File: src/rtl/lstb_pkg.sv
`timescale 1ns / 1ps
`default_nettype none

package lstb_pkg;

  localparam int MAX_SLOTS_DEF = 16;

  localparam int CAP_W      = 5;
  localparam int POS_W      = 16;
  localparam int EXT_W      = 17;
  localparam int SLOT_IN_W  = 8;
  localparam int SLOT_OUT_W = 4;
  localparam int ACT_W      = 3;
  localparam int CFG_IDX_W  = 2;
  localparam int CFG_DATA_W = 16;

  localparam logic [ACT_W-1:0] ACT_ADD    = 3'd0;
  localparam logic [ACT_W-1:0] ACT_MOVE   = 3'd1;
  localparam logic [ACT_W-1:0] ACT_REMOVE = 3'd2;
  localparam logic [ACT_W-1:0] ACT_GET    = 3'd3;
  localparam logic [ACT_W-1:0] ACT_BOUNDS = 3'd4;

  localparam logic [CFG_IDX_W-1:0] REG_CAPACITY    = 2'd0;
  localparam logic [CFG_IDX_W-1:0] REG_BASE_WIDTH  = 2'd1;
  localparam logic [CFG_IDX_W-1:0] REG_BASE_HEIGHT = 2'd2;

  typedef struct packed {
    logic [ACT_W-1:0]     action;
    logic [SLOT_IN_W-1:0] slot;
    logic [POS_W-1:0]     pos_x;
    logic [POS_W-1:0]     pos_y;
    logic [POS_W-1:0]     layer_width;
    logic [POS_W-1:0]     layer_height;
  } lstb_in_t;

  typedef struct packed {
    logic                  ok;
    logic [SLOT_OUT_W-1:0] slot_out;
    logic [POS_W-1:0]      pos_x_out;
    logic [POS_W-1:0]      pos_y_out;
    logic [EXT_W-1:0]      width_out;
    logic [EXT_W-1:0]      height_out;
  } lstb_out_t;

  typedef enum logic [2:0] {
    RES_ZERO,
    RES_FLAG,
    RES_ADD,
    RES_GET,
    RES_BND
  } lstb_res_t;

  typedef struct packed {
    logic      load_in;
    logic      scan_step;
    logic      rd_en;
    logic      add_commit;
    logic      move_commit;
    logic      remove_commit;
    logic      res_load;
    lstb_res_t res_sel;
    logic      res_ok;
    logic      out_load;
  } lstb_cmd_t;

  typedef struct packed {
    logic [ACT_W-1:0] action;
    logic             live;
    logic             cnt_done;
    logic             cur_free;
    logic             out_free;
  } lstb_stat_t;

endpackage

`default_nettype wire

File: src/rtl/lstb_ram.sv
`timescale 1ns / 1ps
`default_nettype none

module lstb_ram #(
  parameter int WIDTH = 32,
  parameter int DEPTH = 16,
  localparam int ADDR_W = (DEPTH > 1) ? $clog2(DEPTH) : 1
) (
  input  wire logic              clk,
  input  wire logic              we,
  input  wire logic [ADDR_W-1:0] waddr,
  input  wire logic [WIDTH-1:0]  wdata,
  input  wire logic              re,
  input  wire logic [ADDR_W-1:0] raddr,
  output logic      [WIDTH-1:0]  rdata
);

  logic [WIDTH-1:0] mem [DEPTH];

  always_ff @(posedge clk) begin
    if (we) begin
      mem[waddr] <= wdata;
    end
    if (re) begin
      rdata <= mem[raddr];
    end
  end

endmodule

`default_nettype wire

File: src/rtl/lstb_dp.sv
`timescale 1ns / 1ps
`default_nettype none

module lstb_dp
  import lstb_pkg::*;
#(
  parameter int MAX_SLOTS = MAX_SLOTS_DEF
) (
  input  wire logic                  clk,
  input  wire logic                  rst_n,
  input  wire lstb_in_t              in_data,
  output logic                       out_valid,
  input  wire logic                  out_stall,
  output lstb_out_t                  out_data,
  input  wire logic                  cfg_we,
  input  wire logic [CFG_IDX_W-1:0]  cfg_index,
  input  wire logic [CFG_DATA_W-1:0] cfg_data,
  input  wire lstb_cmd_t             cmd,
  output lstb_stat_t                 stat
);

  localparam int SLOT_W = (MAX_SLOTS > 1) ? $clog2(MAX_SLOTS) : 1;
  localparam int CAP_MAX = (1 << CAP_W) - 1;
  localparam logic [CAP_W-1:0] CAP_LIM =
    CAP_W'((MAX_SLOTS > CAP_MAX) ? CAP_MAX : MAX_SLOTS);

  lstb_in_t              item_r;
  logic [CAP_W-1:0]      capacity_r;
  logic [POS_W-1:0]      base_w_r;
  logic [POS_W-1:0]      base_h_r;
  logic [MAX_SLOTS-1:0]  occ_r;
  logic [CAP_W-1:0]      cnt_r;
  logic [EXT_W-1:0]      cw_r;
  logic [EXT_W-1:0]      ch_r;
  logic                  pend_r;
  lstb_out_t             res_r;
  lstb_out_t             res_nxt;
  lstb_out_t             out_r;
  logic                  out_valid_r;

  logic [CAP_W-1:0]      eff_cap;
  logic [CAP_W-1:0]      new_eff;
  logic [SLOT_W-1:0]     slot_addr;
  logic [SLOT_W-1:0]     cnt_addr;
  logic [SLOT_W-1:0]     rd_addr;
  logic [SLOT_W-1:0]     pos_waddr;
  logic [2*POS_W-1:0]    pos_rd;
  logic [2*POS_W-1:0]    size_rd;
  logic [EXT_W-1:0]      ew;
  logic [EXT_W-1:0]      eh;
  logic                  cap_wr;

  assign eff_cap   = (capacity_r > CAP_LIM) ? CAP_LIM : capacity_r;
  assign new_eff   = (cfg_data[CAP_W-1:0] > CAP_LIM) ? CAP_LIM : cfg_data[CAP_W-1:0];
  assign cap_wr    = cfg_we && (cfg_index == REG_CAPACITY);
  assign slot_addr = SLOT_W'(item_r.slot);
  assign cnt_addr  = SLOT_W'(cnt_r);
  assign rd_addr   = (item_r.action == ACT_GET) ? slot_addr : cnt_addr;
  assign pos_waddr = cmd.add_commit ? cnt_addr : slot_addr;

  assign stat.action   = item_r.action;
  assign stat.live     = (item_r.slot < SLOT_IN_W'(eff_cap)) && occ_r[slot_addr];
  assign stat.cnt_done = (cnt_r == eff_cap);
  assign stat.cur_free = !occ_r[cnt_addr];
  assign stat.out_free = !out_valid_r || !out_stall;

  lstb_ram #(
    .WIDTH(2 * POS_W),
    .DEPTH(MAX_SLOTS)
  ) u_pos_ram (
    .clk  (clk),
    .we   (cmd.add_commit || cmd.move_commit),
    .waddr(pos_waddr),
    .wdata({item_r.pos_x, item_r.pos_y}),
    .re   (cmd.rd_en),
    .raddr(rd_addr),
    .rdata(pos_rd)
  );

  lstb_ram #(
    .WIDTH(2 * POS_W),
    .DEPTH(MAX_SLOTS)
  ) u_size_ram (
    .clk  (clk),
    .we   (cmd.add_commit),
    .waddr(cnt_addr),
    .wdata({item_r.layer_width, item_r.layer_height}),
    .re   (cmd.rd_en),
    .raddr(rd_addr),
    .rdata(size_rd)
  );

  assign ew = {1'b0, pos_rd[2*POS_W-1:POS_W]} + {1'b0, size_rd[2*POS_W-1:POS_W]};
  assign eh = {1'b0, pos_rd[POS_W-1:0]} + {1'b0, size_rd[POS_W-1:0]};

  always_comb begin
    res_nxt = '0;
    unique case (cmd.res_sel)
      RES_ZERO: begin
      end
      RES_FLAG: begin
        res_nxt.ok = cmd.res_ok;
      end
      RES_ADD: begin
        res_nxt.ok       = 1'b1;
        res_nxt.slot_out = cnt_r[SLOT_OUT_W-1:0];
      end
      RES_GET: begin
        res_nxt.ok         = 1'b1;
        res_nxt.pos_x_out  = pos_rd[2*POS_W-1:POS_W];
        res_nxt.pos_y_out  = pos_rd[POS_W-1:0];
        res_nxt.width_out  = {1'b0, size_rd[2*POS_W-1:POS_W]};
        res_nxt.height_out = {1'b0, size_rd[POS_W-1:0]};
      end
      RES_BND: begin
        res_nxt.ok         = 1'b1;
        res_nxt.width_out  = cw_r;
        res_nxt.height_out = ch_r;
      end
      default: begin
      end
    endcase
  end

  always_ff @(posedge clk) begin
    if (!rst_n) begin
      capacity_r  <= CAP_LIM;
      base_w_r    <= '0;
      base_h_r    <= '0;
      occ_r       <= '0;
      cnt_r       <= '0;
      pend_r      <= 1'b0;
      out_valid_r <= 1'b0;
    end else begin
      if (cfg_we) begin
        unique case (cfg_index)
          REG_CAPACITY:    capacity_r <= cfg_data[CAP_W-1:0];
          REG_BASE_WIDTH:  base_w_r   <= cfg_data[POS_W-1:0];
          REG_BASE_HEIGHT: base_h_r   <= cfg_data[POS_W-1:0];
          default: begin
          end
        endcase
      end
      for (int i = 0; i < MAX_SLOTS; i++) begin
        if (cap_wr && (i >= int'(new_eff))) begin
          occ_r[i] <= 1'b0;
        end
      end
      if (cmd.add_commit) begin
        occ_r[cnt_addr] <= 1'b1;
      end
      if (cmd.remove_commit) begin
        occ_r[slot_addr] <= 1'b0;
      end
      if (cmd.load_in) begin
        cnt_r <= '0;
      end else if (cmd.scan_step) begin
        cnt_r <= cnt_r + 1'b1;
      end
      pend_r <= cmd.scan_step && cmd.rd_en && occ_r[cnt_addr];
      if (cmd.out_load) begin
        out_valid_r <= 1'b1;
      end else if (!out_stall) begin
        out_valid_r <= 1'b0;
      end
    end
  end

  always_ff @(posedge clk) begin
    if (cmd.load_in) begin
      item_r <= in_data;
      cw_r   <= {1'b0, base_w_r};
      ch_r   <= {1'b0, base_h_r};
    end else if (pend_r) begin
      if (ew > cw_r) begin
        cw_r <= ew;
      end
      if (eh > ch_r) begin
        ch_r <= eh;
      end
    end
    if (cmd.res_load) begin
      res_r <= res_nxt;
    end
    if (cmd.out_load) begin
      out_r <= res_r;
    end
  end

  assign out_valid = out_valid_r;
  assign out_data  = out_r;

endmodule

`default_nettype wire

File: src/rtl/lstb_ctrl.sv
`timescale 1ns / 1ps
`default_nettype none

module lstb_ctrl
  import lstb_pkg::*;
(
  input  wire logic       clk,
  input  wire logic       rst_n,
  input  wire logic       in_valid,
  output logic            in_stall,
  input  wire lstb_stat_t stat,
  output lstb_cmd_t       cmd
);

  typedef enum logic [2:0] {
    S_IDLE,
    S_DECODE,
    S_ADD,
    S_GET_WAIT,
    S_BND,
    S_BND_FIN,
    S_RESP
  } state_t;

  state_t state_r;
  state_t state_nxt;

  assign in_stall = (state_r != S_IDLE);

  always_comb begin
    state_nxt = state_r;
    cmd       = '0;
    unique case (state_r)
      S_IDLE: begin
        if (in_valid) begin
          cmd.load_in = 1'b1;
          state_nxt   = S_DECODE;
        end
      end
      S_DECODE: begin
        state_nxt    = S_RESP;
        cmd.res_load = 1'b1;
        cmd.res_sel  = RES_FLAG;
        unique case (stat.action)
          ACT_ADD: begin
            cmd.res_load = 1'b0;
            state_nxt    = S_ADD;
          end
          ACT_MOVE: begin
            cmd.move_commit = stat.live;
            cmd.res_ok      = stat.live;
          end
          ACT_REMOVE: begin
            cmd.remove_commit = stat.live;
            cmd.res_ok        = stat.live;
          end
          ACT_GET: begin
            if (stat.live) begin
              cmd.res_load = 1'b0;
              cmd.rd_en    = 1'b1;
              state_nxt    = S_GET_WAIT;
            end else begin
              cmd.res_sel = RES_ZERO;
            end
          end
          ACT_BOUNDS: begin
            cmd.res_load = 1'b0;
            state_nxt    = S_BND;
          end
          default: begin
            cmd.res_sel = RES_ZERO;
          end
        endcase
      end
      S_ADD: begin
        priority if (stat.cnt_done) begin
          cmd.res_load = 1'b1;
          cmd.res_sel  = RES_FLAG;
          state_nxt    = S_RESP;
        end else if (stat.cur_free) begin
          cmd.add_commit = 1'b1;
          cmd.res_load   = 1'b1;
          cmd.res_sel    = RES_ADD;
          state_nxt      = S_RESP;
        end else begin
          cmd.scan_step = 1'b1;
        end
      end
      S_GET_WAIT: begin
        cmd.res_load = 1'b1;
        cmd.res_sel  = RES_GET;
        state_nxt    = S_RESP;
      end
      S_BND: begin
        if (stat.cnt_done) begin
          state_nxt = S_BND_FIN;
        end else begin
          cmd.scan_step = 1'b1;
          cmd.rd_en     = 1'b1;
        end
      end
      S_BND_FIN: begin
        cmd.res_load = 1'b1;
        cmd.res_sel  = RES_BND;
        state_nxt    = S_RESP;
      end
      S_RESP: begin
        if (stat.out_free) begin
          cmd.out_load = 1'b1;
          state_nxt    = S_IDLE;
        end
      end
      default: begin
        state_nxt = S_IDLE;
      end
    endcase
  end

  always_ff @(posedge clk) begin
    if (!rst_n) begin
      state_r <= S_IDLE;
    end else begin
      state_r <= state_nxt;
    end
  end

endmodule

`default_nettype wire

File: src/rtl/layer_slot_table_with_bounds.sv
// Move, remove, unused codes and failed get load their result at decode; get loads it from
// the slot RAM read; add scans to the lowest free slot (or capacity when full); bounds scans
// every slot below capacity. The slot scan advances one slot a cycle. No new item is taken
// until the last result is in the output register; the next item is taken while it waits.
// Reset (rst_n, synchronous): all slots free, capacity = min(MAX_SLOTS, 31), base size 0;
// stored slot contents are not cleared.
`timescale 1ns / 1ps
`default_nettype none

module layer_slot_table_with_bounds
  import lstb_pkg::*;
#(
  parameter int MAX_SLOTS = MAX_SLOTS_DEF
) (
  input  wire logic                  clk,
  input  wire logic                  rst_n,
  input  wire logic                  in_valid,
  output logic                       in_stall,
  input  wire lstb_in_t              in_data,
  output logic                       out_valid,
  input  wire logic                  out_stall,
  output lstb_out_t                  out_data,
  input  wire logic                  cfg_we,
  input  wire logic [CFG_IDX_W-1:0]  cfg_index,
  input  wire logic [CFG_DATA_W-1:0] cfg_data
);

  lstb_cmd_t  cmd;
  lstb_stat_t stat;

  lstb_ctrl u_ctrl (
    .clk     (clk),
    .rst_n   (rst_n),
    .in_valid(in_valid),
    .in_stall(in_stall),
    .stat    (stat),
    .cmd     (cmd)
  );

  lstb_dp #(
    .MAX_SLOTS(MAX_SLOTS)
  ) u_dp (
    .clk      (clk),
    .rst_n    (rst_n),
    .in_data  (in_data),
    .out_valid(out_valid),
    .out_stall(out_stall),
    .out_data (out_data),
    .cfg_we   (cfg_we),
    .cfg_index(cfg_index),
    .cfg_data (cfg_data),
    .cmd      (cmd),
    .stat     (stat)
  );

  a_busy_after_accept: assert property (@(posedge clk) disable iff (!rst_n)
    (in_valid && !in_stall) |=> in_stall)
    else $error("item taken but block not busy");

  a_slot_only_on_ok: assert property (@(posedge clk) disable iff (!rst_n)
    (out_valid && (out_data.slot_out != '0)) |-> out_data.ok)
    else $error("slot index on a failed result");

  a_fail_is_zero: assert property (@(posedge clk) disable iff (!rst_n)
    (out_valid && !out_data.ok) |->
      (out_data.width_out == '0 && out_data.height_out == '0 &&
       out_data.pos_x_out == '0 && out_data.pos_y_out == '0))
    else $error("failed result carries data");

endmodule

`default_nettype wire

File: config.mk
export PLATFORM = sky130hd
export DESIGN_NAME = layer_slot_table_with_bounds
export DESIGN_NICKNAME = d
export VERILOG_FILES = /design/src/rtl/lstb_pkg.sv /design/src/rtl/lstb_ram.sv /design/src/rtl/lstb_dp.sv /design/src/rtl/lstb_ctrl.sv /design/src/rtl/layer_slot_table_with_bounds.sv
export SDC_FILE = /design/constraint.sdc
export NUM_CORES = 2
export LEC_CHECK = 0
export BUFFER_PORTS_ARGS = -buffer_cell sky130_fd_sc_hd__buf_2
export CORE_UTILIZATION = 50
export DETAILED_ROUTE_END_ITERATION = 6
export HOLD_SLACK_MARGIN = 0.06
export PLACE_DENSITY = 0.66
export SYNTH_ARGS = -nofsm -noshare
export SYNTH_HDL_FRONTEND = slang
export SYNTH_HIERARCHICAL = 1
export SYNTH_SLANG_ARGS = --single-unit
File: constraint.sdc
create_clock -name clk -period 18.3 [get_ports clk]
set_input_delay 1.83 -clock clk [delete_from_list [all_inputs] [get_ports clk]]
set_output_delay 1.83 -clock clk [all_outputs]
set_load 0.01 [all_outputs]
==> results.sh <==
export IMPL_status="completed"
export IMPL_tns_ns=0
export IMPL_cts_tree="yes"
export IMPL_drive_gt1_share_pct=24.0
export IMPL_gp_congestion=0.871
export IMPL_hold_viol=0
export IMPL_tightest_slew_ns=1.19
export IMPL_power_density_nw_per_um2=134
export IMPL_grtUsageTotal_pct=23.7
export IMPL_layoutNonFillerInstCount=4579
export IMPL_synth_common_cells="edfxtp_1 (1337), mux4_2 (266), nand2_1 (205)"
export IMPL_ys_warn_count=6
export IMPL_dp_cells=4324
export IMPL_crit_fanout=67
export IMPL_crit_reg2reg_launch="u_dp/stat[6]"
export IMPL_synth_compound_area_share_pct=4.94
export IMPL_cts_clk_slew_worst_paths_ns=0.06
export IMPL_cp_slowest_stage_delay_ns=0.88
export IMPL_drt_initial_drc_count=3092
export IMPL_hpwlAfterDp_um=73500
export IMPL_rsz0062_at_grt="false"
export IMPL_crit_top_cell="buf_4"
export IMPL_port_buffers=170
export IMPL_first_pass_iters=5
export IMPL_cts_hold_buf=0
export IMPL_io_pins=171
export IMPL_cts_made_buffers=142
export IMPL_synth_edf_count=1337
export IMPL_synthMostInstantiatedCell="edfxtp_1"
export IMPL_cap_viol_max_count=0
export IMPL_design_area_um2=61800
export IMPL_place_area_um2=57400
export IMPL_synth_distinct_cells=69
export IMPL_synth_seq_cells=1402
export IMPL_worst_path_max_delay_cell="mux2_8"
export IMPL_syn_inst=2827
export IMPL_hold_path_class="reg2reg"
export IMPL_area_delta_synth_final_pct=13.0
export IMPL_grt_pass1_wl_um=190000
export IMPL_peakVddDrop_v=0.000102
export IMPL_drt_total_wl_um=130000
export IMPL_period_share_pct=26.5
export IMPL_grt_ovfl_total=0
export IMPL_crit_type="reg2reg"
export IMPL_syn_area_per_cell_um2=19.3
export IMPL_start_kind="register"
export IMPL_synth_top_area_share_pct=73.4
export IMPL_period_minus_slack_ns=4.85
export IMPL_core_area_um2=108000
export IMPL_grt_antenna_before_repair=4
export IMPL_endpoint_kind="register"
export IMPL_cts_max_level=4
export IMPL_num_rows=120
export IMPL_via_count=27954
export IMPL_cpLargestDelayFamily="buffers and inverters"
export IMPL_remaining_drc_errors=0
export IMPL_ys_seq_area_share_pct=75.8
export IMPL_setup_viol=0
export IMPL_synth_async_reset_ratio_pct=0
export IMPL_yosys_area_share_adder_pct=1.77
export IMPL_max_freq_mhz=206
export IMPL_crit_required_ns=18.77
export IMPL_pre_cts_ws_ns=13.30
export IMPL_start_util_pct=50.7
export IMPL_synth_fp_nets=3001
export IMPL_yosys_area_share_xor_xnor_pct=0.433
export IMPL_drt_vias_per_instance=6.10
export IMPL_grt_pass1_vias=28181
export IMPL_total_power_uw=8280
export IMPL_crit_start="u_dp/stat[6]"
export IMPL_synthesis_area_um2=54700
export IMPL_worst_slack_ns=13.45
export IMPL_fin_skew_ns=0.0200
export IMPL_synth_area_top_cells="edfxtp_1 (73%), mux4_2 (11%), dfxtp_1 (2.4%)"
export IMPL_synthSimpleGateAreaFrac_pct=3.84
export IMPL_leakage_uw=0.0199
export IMPL_ant_nets=0
export IMPL_clock_latency_ns=0.74
export IMPL_die_w_um=333
export IMPL_synth_mux_area_share_pct=11.7
export IMPL_synth_top_family_by_area="multiplexers"
export IMPL_die_y_um=333
export IMPL_finalNetCount=3239
export IMPL_synth_top_area_cell="edfxtp_1"
export IMPL_hp_start="u_dp/res_r[45]"
export IMPL_slew_viol_final=0
export IMPL_post_cts_buffers=0
export IMPL_ctsResizeCount=0
export IMPL_clkSinkCount=1402
export IMPL_root_buffer="clkbuf_16"
export IMPL_fp_dieArea_um2=111000
export IMPL_critPathBufInv=2
export IMPL_cp_arrival_ns=5.32
export IMPL_wl_per_cell_um=28.3
export IMPL_synth_ff_type="edfxtp_1"
export IMPL_worstPathCellList="nand3b_1 -> mux2_8 -> buf_4 -> buf_4 -> mux4_2 -> a22oi_1 -> nand2_1"
export IMPL_grt_max_degree=103
export IMPL_clockBufferDepth=3
export IMPL_slew_headroom_pct=20.8
power by group:
part           switching (uW)  internal [uW]  total (uW)
clock network            1160           1580        2740
logic                     765            528        1290
registers                 251           4000        4250
area by class of cell:
class / instances / area, um2
Fill cell: 7895 / 46000
Sequential cell: 1402 / 41400
Multi-Input combinational cell: 1237 / 12700
Clock buffer: 189 / 3840
Tap cell: 1403 / 1760
Timing Repair Buffer: 229 / 1290
Clock inverter: 65 / 529
Inverter: 53 / 199
Antenna cell: 1 / 2.50
cells by family after synthesis:
group	Yosys count
fa+ha+maj	76
compound gates	388
mux	303
buf+inv	188
xor+xnor	27
simple gates	443
flops	1402
registers in the layout, summed over array words and instances, names as in the netlist:
| signal | flops |
|---|---|
| u_dp/u_pos_ram/mem | 512 |
| u_dp/u_size_ram/mem | 512 |
| u_dp/item_r | 72 |
| u_dp/out_data | 71 |
| u_dp/res_r | 71 |
| u_dp/u_pos_ram/rdata | 32 |
| u_dp/u_size_ram/rdata | 32 |
| u_dp/ch_r | 17 |
| u_dp/cw_r | 17 |
| u_dp/base_h_r | 16 |
| u_dp/base_w_r | 16 |
| u_dp/occ_r | 16 |
| u_dp/capacity_r | 5 |
| u_dp/cnt_r | 5 |
| u_ctrl/state_r | 3 |
| u_dp/stat | 3 |
| u_dp/out_valid | 1 |
| u_dp/pend_r | 1 |
through the flow:
stage	hold WS, ns	util, %
final	0.419	57.3
after detailed placement	0.405	53.3
after floorplan	0.400	-
after global placement	0.403	53.3
after global routing	0.420	57.3
after CTS	0.418	57.3
worst paths after layout:
kind                               to  slack (ns)  cells past startpoint
min reg2reg         u_dp/out_data[45]        0.42                      0
max          u_dp/u_pos_ram/rdata[24]       13.45                      7
max reg2reg  u_dp/u_pos_ram/rdata[24]       13.45                      7
min                 u_dp/out_data[45]        0.42                      0
layer usage:
layer	track usage (%)	wire, um
met1	35.6	57000
met2	36.2	60500
met3	4.26	10100
met4	5.95	2120
met5	0	13
cells in the final DEF (no fill, tap or decap), types with 35 or more instances in the layout:
master     instances
ha_1              74
o21ai_0           57
a22oi_1          139
buf_4             59
dfxtp_1           65
clkbuf_1          42
nand2_1          205
inv_1             53
clkbuf_16        147
edfxtp_1        1337
nor2_1            48
mux4_2           266
a21boi_0          35
a21oi_1           50
buf_2            170
clkinv_1          35
and2_1            44
worst reg2reg max path: stages, from the launching register on:
cell	delay (ns)
edfxtp_1	0.46
nand3b_1	0.35
mux2_8	0.88
buf_4	0.89
buf_4	0.88
mux4_2	0.68
a22oi_1	0.33
nand2_1	0.10
No activity file was read; power rests on OpenSTA's default activity.
